==> src/hw/rtl/modular_exponentiation_top_defines.svh <==
// ----------------------------------------------------------------------------
// Modular exponentiation assertion macros
// Shared concurrent assertion forms; define ASSERT_OFF to drop them all.
// ----------------------------------------------------------------------------
`ifndef MODULAR_EXPONENTIATION_TOP_DEFINES_SVH
`define MODULAR_EXPONENTIATION_TOP_DEFINES_SVH

`ifndef ASSERT_OFF

// same-cycle implication
`define ASSERT_IMPLIES(label, clk, rst, pre, post) \
   label: assert property (@(posedge clk) disable iff (rst) (pre) |-> (post)) \
      else $error("modexp assertion failed");

// next-cycle implication
`define ASSERT_NEXT(label, clk, rst, pre, post) \
   label: assert property (@(posedge clk) disable iff (rst) (pre) |=> (post)) \
      else $error("modexp assertion failed");

`else

`define ASSERT_IMPLIES(label, clk, rst, pre, post)
`define ASSERT_NEXT(label, clk, rst, pre, post)

`endif

`endif

==> src/hw/rtl/modexp_pkg.sv <==
// ----------------------------------------------------------------------------
// Modular exponentiation package
// Shared types and register codes for the modular exponentiation block.
// ----------------------------------------------------------------------------
`default_nettype none

package modexp_pkg;

   // configuration register index
   localparam int CSR_INDEX_WIDTH = 2;
   localparam logic [CSR_INDEX_WIDTH-1:0] CSR_EXPONENT = 2'd0;
   localparam logic [CSR_INDEX_WIDTH-1:0] CSR_MODULUS  = 2'd1;

   // sequencer states
   typedef enum logic [2:0] {
      ST_IDLE,
      ST_REDUCE,
      ST_SQUARE,
      ST_MULTIPLY,
      ST_DELIVER
   } state_type;

   // status of a bit-serial arithmetic unit
   typedef struct packed {
      logic busy;
      logic done;
   } unit_status_type;

endpackage

`default_nettype wire

==> src/hw/rtl/modular_exponentiation_top.sv <==
// ----------------------------------------------------------------------------
// Modular exponentiation top level
// Computes base^exponent mod modulus for each input word (RSA core).
// ----------------------------------------------------------------------------
// Each req word carries one base value; one rsp word returns
// base^exponent mod modulus. Exponent and modulus are csr registers (index 0
// and 1, reset 1 and 2), to be written by the user only while the block is
// idle, which the block itself does not enforce; other indexes are ignored.
// A modulus below 2 returns 0. The base is first reduced mod the modulus by
// a bit-serial restoring divider, then the exponent is scanned MSB first over
// all WIDTH bits: every bit costs one modular squaring, and every set bit one
// more modular multiply, each done by a single shift-and-add multiplier that
// consumes one multiplier bit per cycle. One item is in flight at a time; the
// result sits in an output register, so the next base is accepted while it
// waits.
// ----------------------------------------------------------------------------
`default_nettype none
`include "modular_exponentiation_top_defines.svh"

module modular_exponentiation_top #(
   parameter int WIDTH = 20
) (
   input  wire logic                                   clock,
   input  wire logic                                   reset,
   // input words
   input  wire logic                                   req_valid,
   output      logic                                   req_ready,
   input  wire logic [WIDTH-1:0]                       req_base_value,
   // result words
   output      logic                                   rsp_valid,
   input  wire logic                                   rsp_ready,
   output      logic [WIDTH-1:0]                       rsp_result_value,
   // register writes
   input  wire logic                                   csr_valid,
   output      logic                                   csr_ready,
   input  wire logic [modexp_pkg::CSR_INDEX_WIDTH-1:0] csr_index,
   input  wire logic [WIDTH-1:0]                       csr_data
);

   localparam int CNT_WIDTH = $clog2(WIDTH);

   // configuration
   logic [WIDTH-1:0]            exponent_ff;
   logic [WIDTH-1:0]            modulus_ff;

   // sequencer
   modexp_pkg::state_type       state_ff, state_in;
   logic                        launch_ff, launch_in;
   logic [WIDTH-1:0]            acc_ff, acc_in;        // running power
   logic [WIDTH-1:0]            base_ff, base_in;      // reduced base
   logic [WIDTH-1:0]            exp_ff, exp_in;        // exponent, MSB next
   logic [CNT_WIDTH-1:0]        bit_cnt_ff, bit_cnt_in;

   // output register
   logic                        rsp_valid_ff, rsp_valid_in;
   logic [WIDTH-1:0]            rsp_value_ff, rsp_value_in;

   // arithmetic units
   modexp_pkg::unit_status_type mm_status;
   modexp_pkg::unit_status_type rd_status;
   logic [WIDTH-1:0]            mm_a;
   logic [WIDTH-1:0]            mm_product;
   logic [WIDTH-1:0]            rd_remainder;
   logic                        mm_start;
   logic                        rd_start;

   logic                        req_take;
   logic                        slot_free;
   logic                        mod_small;
   logic                        last_bit;
   logic                        launch_state;

   assign csr_ready = 1'b1;
   assign req_ready = (state_ff == modexp_pkg::ST_IDLE);
   assign req_take  = req_valid && req_ready;
   assign slot_free = !rsp_valid_ff || rsp_ready;
   assign mod_small = (modulus_ff < WIDTH'(2));
   assign last_bit  = (bit_cnt_ff == '0);

   // ---------------------------------------------------------------- config
   always_ff @(posedge clock) begin
      if (reset) begin
         exponent_ff <= {{(WIDTH-1){1'b0}}, 1'b1};
         modulus_ff  <= WIDTH'(2);
      end else if (csr_valid && csr_ready) begin
         if (csr_index == modexp_pkg::CSR_EXPONENT) begin
            exponent_ff <= csr_data;
         end else if (csr_index == modexp_pkg::CSR_MODULUS) begin
            modulus_ff <= csr_data;
         end
      end
   end

   // ---------------------------------------------------------------- units
   // square uses acc twice; multiply step uses acc and the reduced base
   assign mm_a     = (state_ff == modexp_pkg::ST_MULTIPLY) ? base_ff : acc_ff;
   assign mm_start = launch_ff && (state_ff != modexp_pkg::ST_REDUCE);
   assign rd_start = launch_ff && (state_ff == modexp_pkg::ST_REDUCE);

   modexp_mulmod #(
      .WIDTH   (WIDTH)
   ) u_mulmod (
      .clock   (clock),
      .reset   (reset),
      .start   (mm_start),
      .a_value (mm_a),
      .b_value (acc_ff),
      .m_value (modulus_ff),
      .product (mm_product),
      .status  (mm_status)
   );

   modexp_reduce #(
      .WIDTH     (WIDTH)
   ) u_reduce (
      .clock     (clock),
      .reset     (reset),
      .start     (rd_start),
      .value     (base_ff),
      .m_value   (modulus_ff),
      .remainder (rd_remainder),
      .status    (rd_status)
   );

   // ---------------------------------------------------------------- next state
   always_comb begin
      state_in = state_ff;
      case (state_ff)
         modexp_pkg::ST_IDLE: begin
            if (req_take) begin
               state_in = mod_small ? modexp_pkg::ST_DELIVER : modexp_pkg::ST_REDUCE;
            end
         end
         modexp_pkg::ST_REDUCE: begin
            if (rd_status.done) begin
               state_in = modexp_pkg::ST_SQUARE;
            end
         end
         modexp_pkg::ST_SQUARE: begin
            if (mm_status.done) begin
               if (exp_ff[WIDTH-1]) begin
                  state_in = modexp_pkg::ST_MULTIPLY;
               end else if (last_bit) begin
                  state_in = modexp_pkg::ST_DELIVER;
               end
            end
         end
         modexp_pkg::ST_MULTIPLY: begin
            if (mm_status.done) begin
               state_in = last_bit ? modexp_pkg::ST_DELIVER : modexp_pkg::ST_SQUARE;
            end
         end
         modexp_pkg::ST_DELIVER: begin
            if (slot_free) begin
               state_in = modexp_pkg::ST_IDLE;
            end
         end
         default: begin
            state_in = modexp_pkg::ST_IDLE;
         end
      endcase
   end

   // ---------------------------------------------------------------- datapath
   // a unit is started on entry to its state, and again on each new squaring
   assign launch_state = (state_in == modexp_pkg::ST_REDUCE) ||
                         (state_in == modexp_pkg::ST_SQUARE) ||
                         (state_in == modexp_pkg::ST_MULTIPLY);

   always_comb begin
      launch_in    = launch_state && ((state_in != state_ff) || mm_status.done);
      acc_in       = acc_ff;
      base_in      = base_ff;
      exp_in       = exp_ff;
      bit_cnt_in   = bit_cnt_ff;
      rsp_valid_in = rsp_valid_ff && !rsp_ready;
      rsp_value_in = rsp_value_ff;
      case (state_ff)
         modexp_pkg::ST_IDLE: begin
            if (req_take) begin
               base_in    = req_base_value;
               exp_in     = exponent_ff;
               bit_cnt_in = CNT_WIDTH'(WIDTH - 1);
               acc_in     = mod_small ? '0 : {{(WIDTH-1){1'b0}}, 1'b1};
            end
         end
         modexp_pkg::ST_REDUCE: begin
            if (rd_status.done) begin
               base_in = rd_remainder;
            end
         end
         modexp_pkg::ST_SQUARE: begin
            if (mm_status.done) begin
               acc_in = mm_product;
               // shift the exponent only when its bit is clear: such a bit is finished after the squaring
               if (!exp_ff[WIDTH-1]) begin
                  exp_in     = {exp_ff[WIDTH-2:0], 1'b0};
                  bit_cnt_in = bit_cnt_ff - 1'b1;
               end
            end
         end
         modexp_pkg::ST_MULTIPLY: begin
            if (mm_status.done) begin
               acc_in     = mm_product;
               exp_in     = {exp_ff[WIDTH-2:0], 1'b0};
               bit_cnt_in = bit_cnt_ff - 1'b1;
            end
         end
         modexp_pkg::ST_DELIVER: begin
            if (slot_free) begin
               rsp_valid_in = 1'b1;
               rsp_value_in = acc_ff;
            end
         end
         default: begin
            launch_in = 1'b0;
         end
      endcase
   end

   always_ff @(posedge clock) begin
      if (reset) begin
         state_ff     <= modexp_pkg::ST_IDLE;
         launch_ff    <= 1'b0;
         rsp_valid_ff <= 1'b0;
      end else begin
         state_ff     <= state_in;
         launch_ff    <= launch_in;
         rsp_valid_ff <= rsp_valid_in;
      end
      acc_ff       <= acc_in;
      base_ff      <= base_in;
      exp_ff       <= exp_in;
      bit_cnt_ff   <= bit_cnt_in;
      rsp_value_ff <= rsp_value_in;
   end

   assign rsp_valid        = rsp_valid_ff;
   assign rsp_result_value = rsp_value_ff;

   `ASSERT_NEXT(a_accept_leaves_idle, clock, reset, req_take, state_ff != modexp_pkg::ST_IDLE)
   `ASSERT_IMPLIES(a_mm_done_in_loop, clock, reset, mm_status.done,
      (state_ff == modexp_pkg::ST_SQUARE) || (state_ff == modexp_pkg::ST_MULTIPLY))
   `ASSERT_IMPLIES(a_acc_reduced, clock, reset,
      (state_ff == modexp_pkg::ST_SQUARE) || (state_ff == modexp_pkg::ST_MULTIPLY),
      acc_ff < modulus_ff)
   `ASSERT_IMPLIES(a_one_unit_busy, clock, reset, rd_status.busy, !mm_status.busy)

endmodule

`default_nettype wire

==> src/hw/rtl/modexp_mulmod.sv <==
// ----------------------------------------------------------------------------
// Bit-serial modular multiplier
// Shift-and-add (a * b) mod m, one multiplier bit per cycle, MSB first.
// ----------------------------------------------------------------------------
`default_nettype none
`include "modular_exponentiation_top_defines.svh"

module modexp_mulmod #(
   parameter int WIDTH = 20
) (
   input  wire logic                          clock,
   input  wire logic                          reset,
   input  wire logic                          start,
   input  wire logic [WIDTH-1:0]              a_value,
   input  wire logic [WIDTH-1:0]              b_value,
   input  wire logic [WIDTH-1:0]              m_value,
   output      logic [WIDTH-1:0]              product,
   output      modexp_pkg::unit_status_type   status
);

   localparam int CNT_WIDTH = $clog2(WIDTH);

   logic                 busy_ff, busy_in;
   logic                 done_ff, done_in;
   logic [CNT_WIDTH-1:0] cnt_ff, cnt_in;
   logic [WIDTH-1:0]     acc_ff, acc_in;
   logic [WIDTH-1:0]     opa_ff, opa_in;
   logic [WIDTH-1:0]     opb_ff, opb_in;
   logic [WIDTH-1:0]     mod_ff, mod_in;

   logic [WIDTH:0]       mod_ext;
   logic [WIDTH:0]       dbl;
   logic [WIDTH:0]       dbl_red;
   logic [WIDTH:0]       sum;
   logic [WIDTH:0]       sum_red;
   logic                 last_bit;

   // acc = 2*acc mod m, then + a mod m when the current b bit is set
   always_comb begin
      mod_ext = {1'b0, mod_ff};
      dbl     = {acc_ff, 1'b0};
      dbl_red = (dbl >= mod_ext) ? (dbl - mod_ext) : dbl;
      sum     = {1'b0, dbl_red[WIDTH-1:0]} + (opb_ff[WIDTH-1] ? {1'b0, opa_ff} : '0);
      sum_red = (sum >= mod_ext) ? (sum - mod_ext) : sum;
   end

   assign last_bit = busy_ff && (cnt_ff == '0);

   always_comb begin
      busy_in = busy_ff;
      done_in = last_bit;
      cnt_in  = cnt_ff;
      acc_in  = acc_ff;
      opa_in  = opa_ff;
      opb_in  = opb_ff;
      mod_in  = mod_ff;
      if (start) begin
         busy_in = 1'b1;
         cnt_in  = CNT_WIDTH'(WIDTH - 1);
         acc_in  = '0;
         opa_in  = a_value;
         opb_in  = b_value;
         mod_in  = m_value;
      end else if (busy_ff) begin
         acc_in = sum_red[WIDTH-1:0];
         opb_in = {opb_ff[WIDTH-2:0], 1'b0};
         cnt_in = cnt_ff - 1'b1;
         if (last_bit) begin
            busy_in = 1'b0;
         end
      end
   end

   always_ff @(posedge clock) begin
      if (reset) begin
         busy_ff <= 1'b0;
         done_ff <= 1'b0;
      end else begin
         busy_ff <= busy_in;
         done_ff <= done_in;
      end
      cnt_ff <= cnt_in;
      acc_ff <= acc_in;
      opa_ff <= opa_in;
      opb_ff <= opb_in;
      mod_ff <= mod_in;
   end

   assign product     = acc_ff;
   assign status.busy = busy_ff;
   assign status.done = done_ff;

   `ASSERT_IMPLIES(a_mm_start_idle, clock, reset, start, !busy_ff)
   `ASSERT_IMPLIES(a_mm_acc_reduced, clock, reset, busy_ff, acc_ff < mod_ff)
   `ASSERT_NEXT(a_mm_done_after_last, clock, reset, last_bit, done_ff && !busy_ff)

endmodule

`default_nettype wire

==> src/hw/rtl/modexp_reduce.sv <==
// ----------------------------------------------------------------------------
// Bit-serial modular reduction
// Restoring remainder value mod m, one dividend bit per cycle, MSB first.
// ----------------------------------------------------------------------------
`default_nettype none
`include "modular_exponentiation_top_defines.svh"

module modexp_reduce #(
   parameter int WIDTH = 20
) (
   input  wire logic                          clock,
   input  wire logic                          reset,
   input  wire logic                          start,
   input  wire logic [WIDTH-1:0]              value,
   input  wire logic [WIDTH-1:0]              m_value,
   output      logic [WIDTH-1:0]              remainder,
   output      modexp_pkg::unit_status_type   status
);

   localparam int CNT_WIDTH = $clog2(WIDTH);

   logic                 busy_ff, busy_in;
   logic                 done_ff, done_in;
   logic [CNT_WIDTH-1:0] cnt_ff, cnt_in;
   logic [WIDTH-1:0]     rem_ff, rem_in;
   logic [WIDTH-1:0]     val_ff, val_in;
   logic [WIDTH-1:0]     mod_ff, mod_in;

   logic [WIDTH:0]       mod_ext;
   logic [WIDTH:0]       trial;
   logic [WIDTH:0]       trial_red;
   logic                 last_bit;

   always_comb begin
      mod_ext   = {1'b0, mod_ff};
      trial     = {rem_ff, val_ff[WIDTH-1]};
      trial_red = (trial >= mod_ext) ? (trial - mod_ext) : trial;
   end

   assign last_bit = busy_ff && (cnt_ff == '0);

   always_comb begin
      busy_in = busy_ff;
      done_in = last_bit;
      cnt_in  = cnt_ff;
      rem_in  = rem_ff;
      val_in  = val_ff;
      mod_in  = mod_ff;
      if (start) begin
         busy_in = 1'b1;
         cnt_in  = CNT_WIDTH'(WIDTH - 1);
         rem_in  = '0;
         val_in  = value;
         mod_in  = m_value;
      end else if (busy_ff) begin
         rem_in = trial_red[WIDTH-1:0];
         val_in = {val_ff[WIDTH-2:0], 1'b0};
         cnt_in = cnt_ff - 1'b1;
         if (last_bit) begin
            busy_in = 1'b0;
         end
      end
   end

   always_ff @(posedge clock) begin
      if (reset) begin
         busy_ff <= 1'b0;
         done_ff <= 1'b0;
      end else begin
         busy_ff <= busy_in;
         done_ff <= done_in;
      end
      cnt_ff <= cnt_in;
      rem_ff <= rem_in;
      val_ff <= val_in;
      mod_ff <= mod_in;
   end

   assign remainder   = rem_ff;
   assign status.busy = busy_ff;
   assign status.done = done_ff;

   `ASSERT_IMPLIES(a_rd_start_idle, clock, reset, start, !busy_ff)
   `ASSERT_IMPLIES(a_rd_rem_reduced, clock, reset, busy_ff, rem_ff < mod_ff)
   `ASSERT_NEXT(a_rd_done_after_last, clock, reset, last_bit, done_ff && !busy_ff)

endmodule

`default_nettype wire

==> config.mk <==
export PLATFORM = sky130hd
export DESIGN_NAME = modular_exponentiation_top
export DESIGN_NICKNAME = d
export VERILOG_FILES = /design/src/hw/rtl/modexp_pkg.sv /design/src/hw/rtl/modular_exponentiation_top.sv /design/src/hw/rtl/modexp_mulmod.sv /design/src/hw/rtl/modexp_reduce.sv
export VERILOG_INCLUDE_DIRS = /design/src /design/src/hw/rtl
export SDC_FILE = /design/constraint.sdc
export NUM_CORES = 1
export LEC_CHECK = 0
export BUFFER_PORTS_ARGS = -buffer_cell sky130_fd_sc_hd__buf_2
export CORE_ASPECT_RATIO = 1.25
export CORE_MARGIN = 3
export CORE_UTILIZATION = 30
export CTS_BUF_LIST = sky130_fd_sc_hd__clkbuf_16
export DETAILED_ROUTE_END_ITERATION = 12
export HOLD_SLACK_MARGIN = 0.02
export SLEW_MARGIN = 10
export SYNTH_ARGS = -nofsm -noshare
export SYNTH_HDL_FRONTEND = slang
export SYNTH_SLANG_ARGS = --single-unit
export TNS_END_PERCENT = 5
==> constraint.sdc <==
create_clock -name clock -period 5.86 [get_ports clock]
set_clock_uncertainty 0.05 [all_clocks]
set_input_delay 0.879 -clock clock [delete_from_list [all_inputs] [get_ports clock]]
set_output_delay 0.879 -clock clock [all_outputs]
set_load 0.02 [all_outputs]
Yosys cells after proc, flatten, opt, wreduce, memory -nomap -nowiden:

Cells that the tools add are included.

* shift-type cells: 0
* reduce and logical (&&, ||, !) cells: 33
* $lt $le $gt $ge: 4
* multiply operators: 0
* equality and inequality tests: 16
* divide/modulo/power cells: 0
* muxes and demuxes: 44
* bitwise gates (word level): 2
* $add $sub $neg: 7

Operators by type and width (number)
* $mux 20: 17
* $pmux 20 s2: 2
* $ge 21x20->1: 3
* $pmux 20 s3: 1
* $sub 20x20->20: 3
* $mux 3: 9
* $add 20x20->21: 1
* $lt 20x2->1 const B: 1
* $mux 5: 4
* $logic_not 5->1: 3
* $pmux 3 s5: 1
* $pmux 5 s3: 1
* $sub 5x1->5 const B: 3
* $eq 3x2->1 const B: 4
* $ne 2x1->1 const B: 5
* $mux 1: 9
* $reduce_and 3->1: 3
* $reduce_bool 2->1: 4
* $logic_and 1x1->1: 7
* $eq 3x1->1 const B: 2
* $reduce_and 5->1: 1
* $reduce_or 5->1: 1
* $logic_or 1x1->1: 4
* $reduce_and 2->1: 2
* 12 further kinds: 15

* bits in writable memories: 0
* output and inout bits: 23
* latch bits: 0
* bits in registers: 284
* bits of input ports: 47
* memories: 0
* bits in read-only memories: 0

Depth between registers and ports, before layout:

* word-level depth: 9
* depth in mapped cells: 33
* mapped depth without buffers: 31

Cells and area by module:

From an unflattened synthesis, not the netlist that was laid out.

* cell total of the unflattened synthesis: 1458
* area total of the unflattened synthesis: 15610.0 um^2

Modules (own cells, without submodules)
* modexp_mulmod: seq. area each 2342.2 um^2, cells an instance 651, instances 1, area each 6389.9 um^2
* modular_exponentiation_top: seq. area each 3453.3 um^2, cells an instance 430, instances 1, area each 5305.1 um^2
* modexp_reduce: seq. area each 1741.7 um^2, cells an instance 377, instances 1, area each 3915.0 um^2

Worst setup path before layout:

No wires, ideal clock.

* kind: reg2reg
* start point: register u_mulmod.mod_ff[1]
* end point: register u_mulmod.acc_ff[18] (netlist: u_mulmod.product[18])
* path buffers: 3
* stages on the path, launching flop included: 32
* data required time: 5.686 ns
* setup time: 0.124 ns
* data arrival time: 6.178 ns
* slack: -0.492 ns
* cells stage by stage: edfxtp_1 > inv_1 > ha_1 > nor2b_1 > o31a_1 > o31a_1 > o21ai_2 > o311ai_2 > o211ai_2 > nand2_1 > a211o_1 > buf_6 > mux2_4 > ha_1 > nor2b_1 > o31ai_2 > a21oi_1 > a21oi_1 > o21bai_1 > a21oi_1 > xnor2_1 > ha_1 > a21o_1 > a21o_1 > a21o_1 > o21ai_0 > a311oi_2 > a21o_1 > buf_4 > buf_6 > o31ai_1 > nor3_1

* word-level cells in the longest chain between the ends: 5
* elaborated cells on any way between the ends: 7
* classes of those cells: add/sub (3); order compare (2); mux (2)

Ends and longest elaborated chain
* start, declared: RTL line modexp_mulmod.sv:29 `logic [WIDTH-1:0] mod_ff, mod_in;`
* start signal, assigned: RTL line modexp_mulmod.sv:86 `mod_ff <= mod_in;`
* $sub 20x20->20 / $ge 21x20->1 (equally long branches): RTL line modexp_mulmod.sv:42 `dbl_red = (dbl >= mod_ext) ? (dbl - mod_ext) : dbl;`
* $mux 20: RTL line modexp_mulmod.sv:42
* $add 20x20->21: RTL line modexp_mulmod.sv:43 `sum = {1'b0, dbl_red[WIDTH-1:0]} + (opb_ff[WIDTH-1] ? {1'b0, opa_ff} : '0);`
* $sub 20x20->20 / $ge 21x20->1 (equally long branches): RTL line modexp_mulmod.sv:44 `sum_red = (sum >= mod_ext) ? (sum - mod_ext) : sum;`
* $mux 20 *: RTL line modexp_mulmod.sv:44
* end signal, assigned: RTL line modexp_mulmod.sv:83 `acc_ff <= acc_in;`
* end, declared: RTL line modexp_mulmod.sv:26 `logic [WIDTH-1:0] acc_ff, acc_in;`

Every way passes the cells marked *; elsewhere a longest branch is shown, timed or not.
A chain may end at the register's enable or synchronous reset.

Worst setup path after layout:

* start point: register u_mulmod.mod_ff[1]
* end point: register u_mulmod.acc_ff[9] (netlist: u_mulmod.product[9])

Same word-level chain as after synthesis.

==> impl_metrics.ini <==
[clock_tree]
cts_buffers = 31
clk-insertion-delay-late_ns = 0.59
cts_root_buf = clkbuf_16
cts_tree = done
clk_pin_slew_ns = 0.06
clock-sinks = 284
ctsHoldBuffers = 0
cts_buffer_depth = 3
cts_htree_levels = 1
post-cts-setup-buffers = 0

[synthesis]
synth-edff-count = 185
synth-main-ff-cell = edfxtp_1
synth_commonest_cells = nand2_1 (261), edfxtp_1 (185), a21oi_1 (124)
netlist_instances = 1487
netlist.area_leader.share_pct = 36.61
synth_most_common_cell = nand2_1
yosysSeqAreaShare_pct = 49.67
ys_ff_latch = 284
synth_area_leader_cell = edfxtp_1
synth_area_um2 = 15180
syn-num-nets = 1621
yosys_warnings = 0
yosys.cell_types.count = 68
avgSynthCellArea_um2 = 10.21
async_flop_share_pct = 0
yosys-top-cells-area = edfxtp_1 (37%), dfxtp_1 (13%), ha_1 (6.8%)

[global_route]
grt_first_pass_wirelength_um = 68080
grt_pass1_vias = 11830
use_met2_pct = 28.17
antenna_found_initial = 0
grtUsageMet1_pct = 20.02
top_usage_layer = met2
gr-total-overflow = 0
grt_max_degree = 49
grt.total_usage_pct = 16.01
met3_usage_pct = 2.036

[worst_setup_path]
r2r_end = u_mulmod.product[9]
r2r_slack_ns = -0.39
worstRegToRegCells = 29
start_kind = flop
crit_start = u_mulmod.mod_ff[1]
worstPathMaxFanout = 15
cp.arrival_ns = 6.65
path_common_cell = o21ai_2
cp-endpoint = u_mulmod.product[9]
crit-reg2reg-launch = u_mulmod.mod_ff[1]
critPathRequiredTime_ns = 6.26
critPathCaptureType = flop
cp_slowest_cell = edfxtp_1
crit_type = flop to flop
max_stage_delay_ns = 0.37

[pwr]
switching_power_mw = 4.201
clock_power_share_pct = 16.4
p_comb_share_pct = 58.8
internal_power_mw = 6.519
p_leak_nw = 7.924
swShare_pct = 39.19
total_power_mw = 10.72
ir_drop_uv = 272.2
share_seq_of_total_power_pct = 24.8
powerDensity_nw_per_um2 = 575.4

[finish]
drive_gt1_share_pct = 23.14
syn_to_final_growth_pct = 22.78
nets = 1856
antenna_cells = 0

[detailed_routing]
avgRoutedWirePerCell_um = 18.31
vias = 11880
drt_pass1_iterations = 5
drtIter0Drc = 862
avgViaCountPerCell = 4.957
detail-route-antenna-nets = 0
drt_wl_total_um = 43880
route.detailed.drc = 0

[timing]
setup_viol = 20
finalCritPeriodShare_pct = 106.6
worstMarginPinSlew_ns = 1.112
hold_viol = 0
tns_ns = -7.052
fmax_ghz = 0.1601
setup_ws_ns = -0.3875
fin_crit_ns = 6.247
finalMaxSlewViolations = 0
rsz0062_at_grt = true
slew_headroom_pct = 25.86

[floorplanning]
die_y_um = 257.5
rows = 91
ios = 70
fp.dieW_um = 207.2
coreArea_um2 = 49640
dieArea_um2 = 53340
start_util_pct = 30.57

[place]
portBuffers = 68
hpwl_um = 33490
gp_congestion = 0.9401

[min_path]
hp-class = flop to flop
min_from = exponent_ff[18]

[run_status]
violations = setup timing
outcome = complete, but fails checks

[flow_run]
max_cap_violations = 0
==> sequential cells by signal, indices dropped and copies added, names as in the netlist, 3 cells and up <==
register	flops
exponent_ff	20
rsp_result_value	20
acc_ff	20
exp_ff	20
u_mulmod.opa_ff	20
u_mulmod.opb_ff	20
u_mulmod.cnt_ff	5
u_reduce.val_ff	20
state_ff	3
u_reduce.mod_ff	20
base_ff	20
u_mulmod.mod_ff	20
u_mulmod.product	20
u_reduce.remainder	20
bit_cnt_ff	5
u_reduce.cnt_ff	5
modulus_ff	20
==> power by group through the flow <==
stage	registers (mW)	logic, mW	clock network, mW
5_1_grt	2.68	6.91	1.88
2_1_floorplan	2.60	3.91	0
4_1_cts	2.66	6.29	1.81
6_report	2.65	6.31	1.76
3_5_place_dp	2.70	6.19	0
3_3_place_gp	2.69	6.11	0
==> stage by stage <==
stage	hold WS [ns]	instances	worst slack [ns]	area, um2	util [%]
floorplan	0.3754	1487	-0.08240	15290	-
global placement	0.3916	2340	-0.4407	17660	35.58
detailed placement	0.3969	2340	-0.4546	17660	35.58
CTS	0.4053	2397	-0.3795	18620	37.50
global route	0.4202	2397	-0.7441	18630	37.53
finish	0.4048	2397	-0.3875	18630	37.53
==> critical path, delay by kind of cell (launching register included) <==
family / cells / cell delay, ns
buffers and inverters: 4 / 0.62
flip-flops: 1 / 0.37
AO/OA/AOI/OAI: 15 / 3.00
XOR/XNOR: 1 / 0.16
AND/OR/NAND/NOR: 4 / 0.58
multiplexers: 2 / 0.53
adder cells (fa/ha/maj): 3 / 0.79
==> layout by cell type, fill, tap and decap left out, types with 58 or more instances in the layout <==
master	count
dfxtp_1	99
nand2_1	261
a21oi_1	117
nor2_1	65
buf_2	68
inv_1	84
edfxtp_1	185
o21ai_0	58
buf_4	187
ha_1	76
==> cells by family after synthesis <==
| logic type | Yosys count | synth area share (%) |
|---|---|---|
| other cells | 1 | 0.02471 |
| xor+xnor | 69 | 3.982 |
| simple gates | 496 | 14.92 |
| compound gates | 328 | 13.71 |
| fa+ha+maj | 87 | 7.371 |
| mux | 90 | 6.851 |
| buf+inv | 132 | 3.471 |
| flops | 284 | 49.67 |
==> worst min path at each step <==
stage               slack, ns  cells past startpoint            endpoint
global route             0.42                      2      exponent_ff[4]
detailed placement       0.40                      2      exponent_ff[4]
global placement         0.39                      2     exponent_ff[10]
finish                   0.40                      2     exponent_ff[18]
CTS                      0.41                      2      exponent_ff[4]
floorplan                0.38                      0  u_mulmod.mod_ff[0]
==> routing by layer <==
layer / routed length (um) / part of all wire [%] / vias to the layer above
met4: 1741 / 4.0 / 0
met3: 1861 / 4.2 / 91
met2: 21580 / 49 / 290
met1: 18690 / 43 / 5731
li1: - / - / 5769
met5: 0 / 0 / -
==> repair_timing <==
item,CTS,global route
pin swaps,9,4
setup endpoints to repair,20,20
gates resized for setup,14,5
==> area by class of cell <==
cell class,count,area (um2)
flip-flops and latches,284,7537
repair buffers,257,1784
well taps,651,814.5
inverters,77,289.0
fillers,5019,31010
clock inverters,26,132.6
multi-input cells,1071,7300
clock buffers,31,775.7
Power figures use the tool's default switching activity.
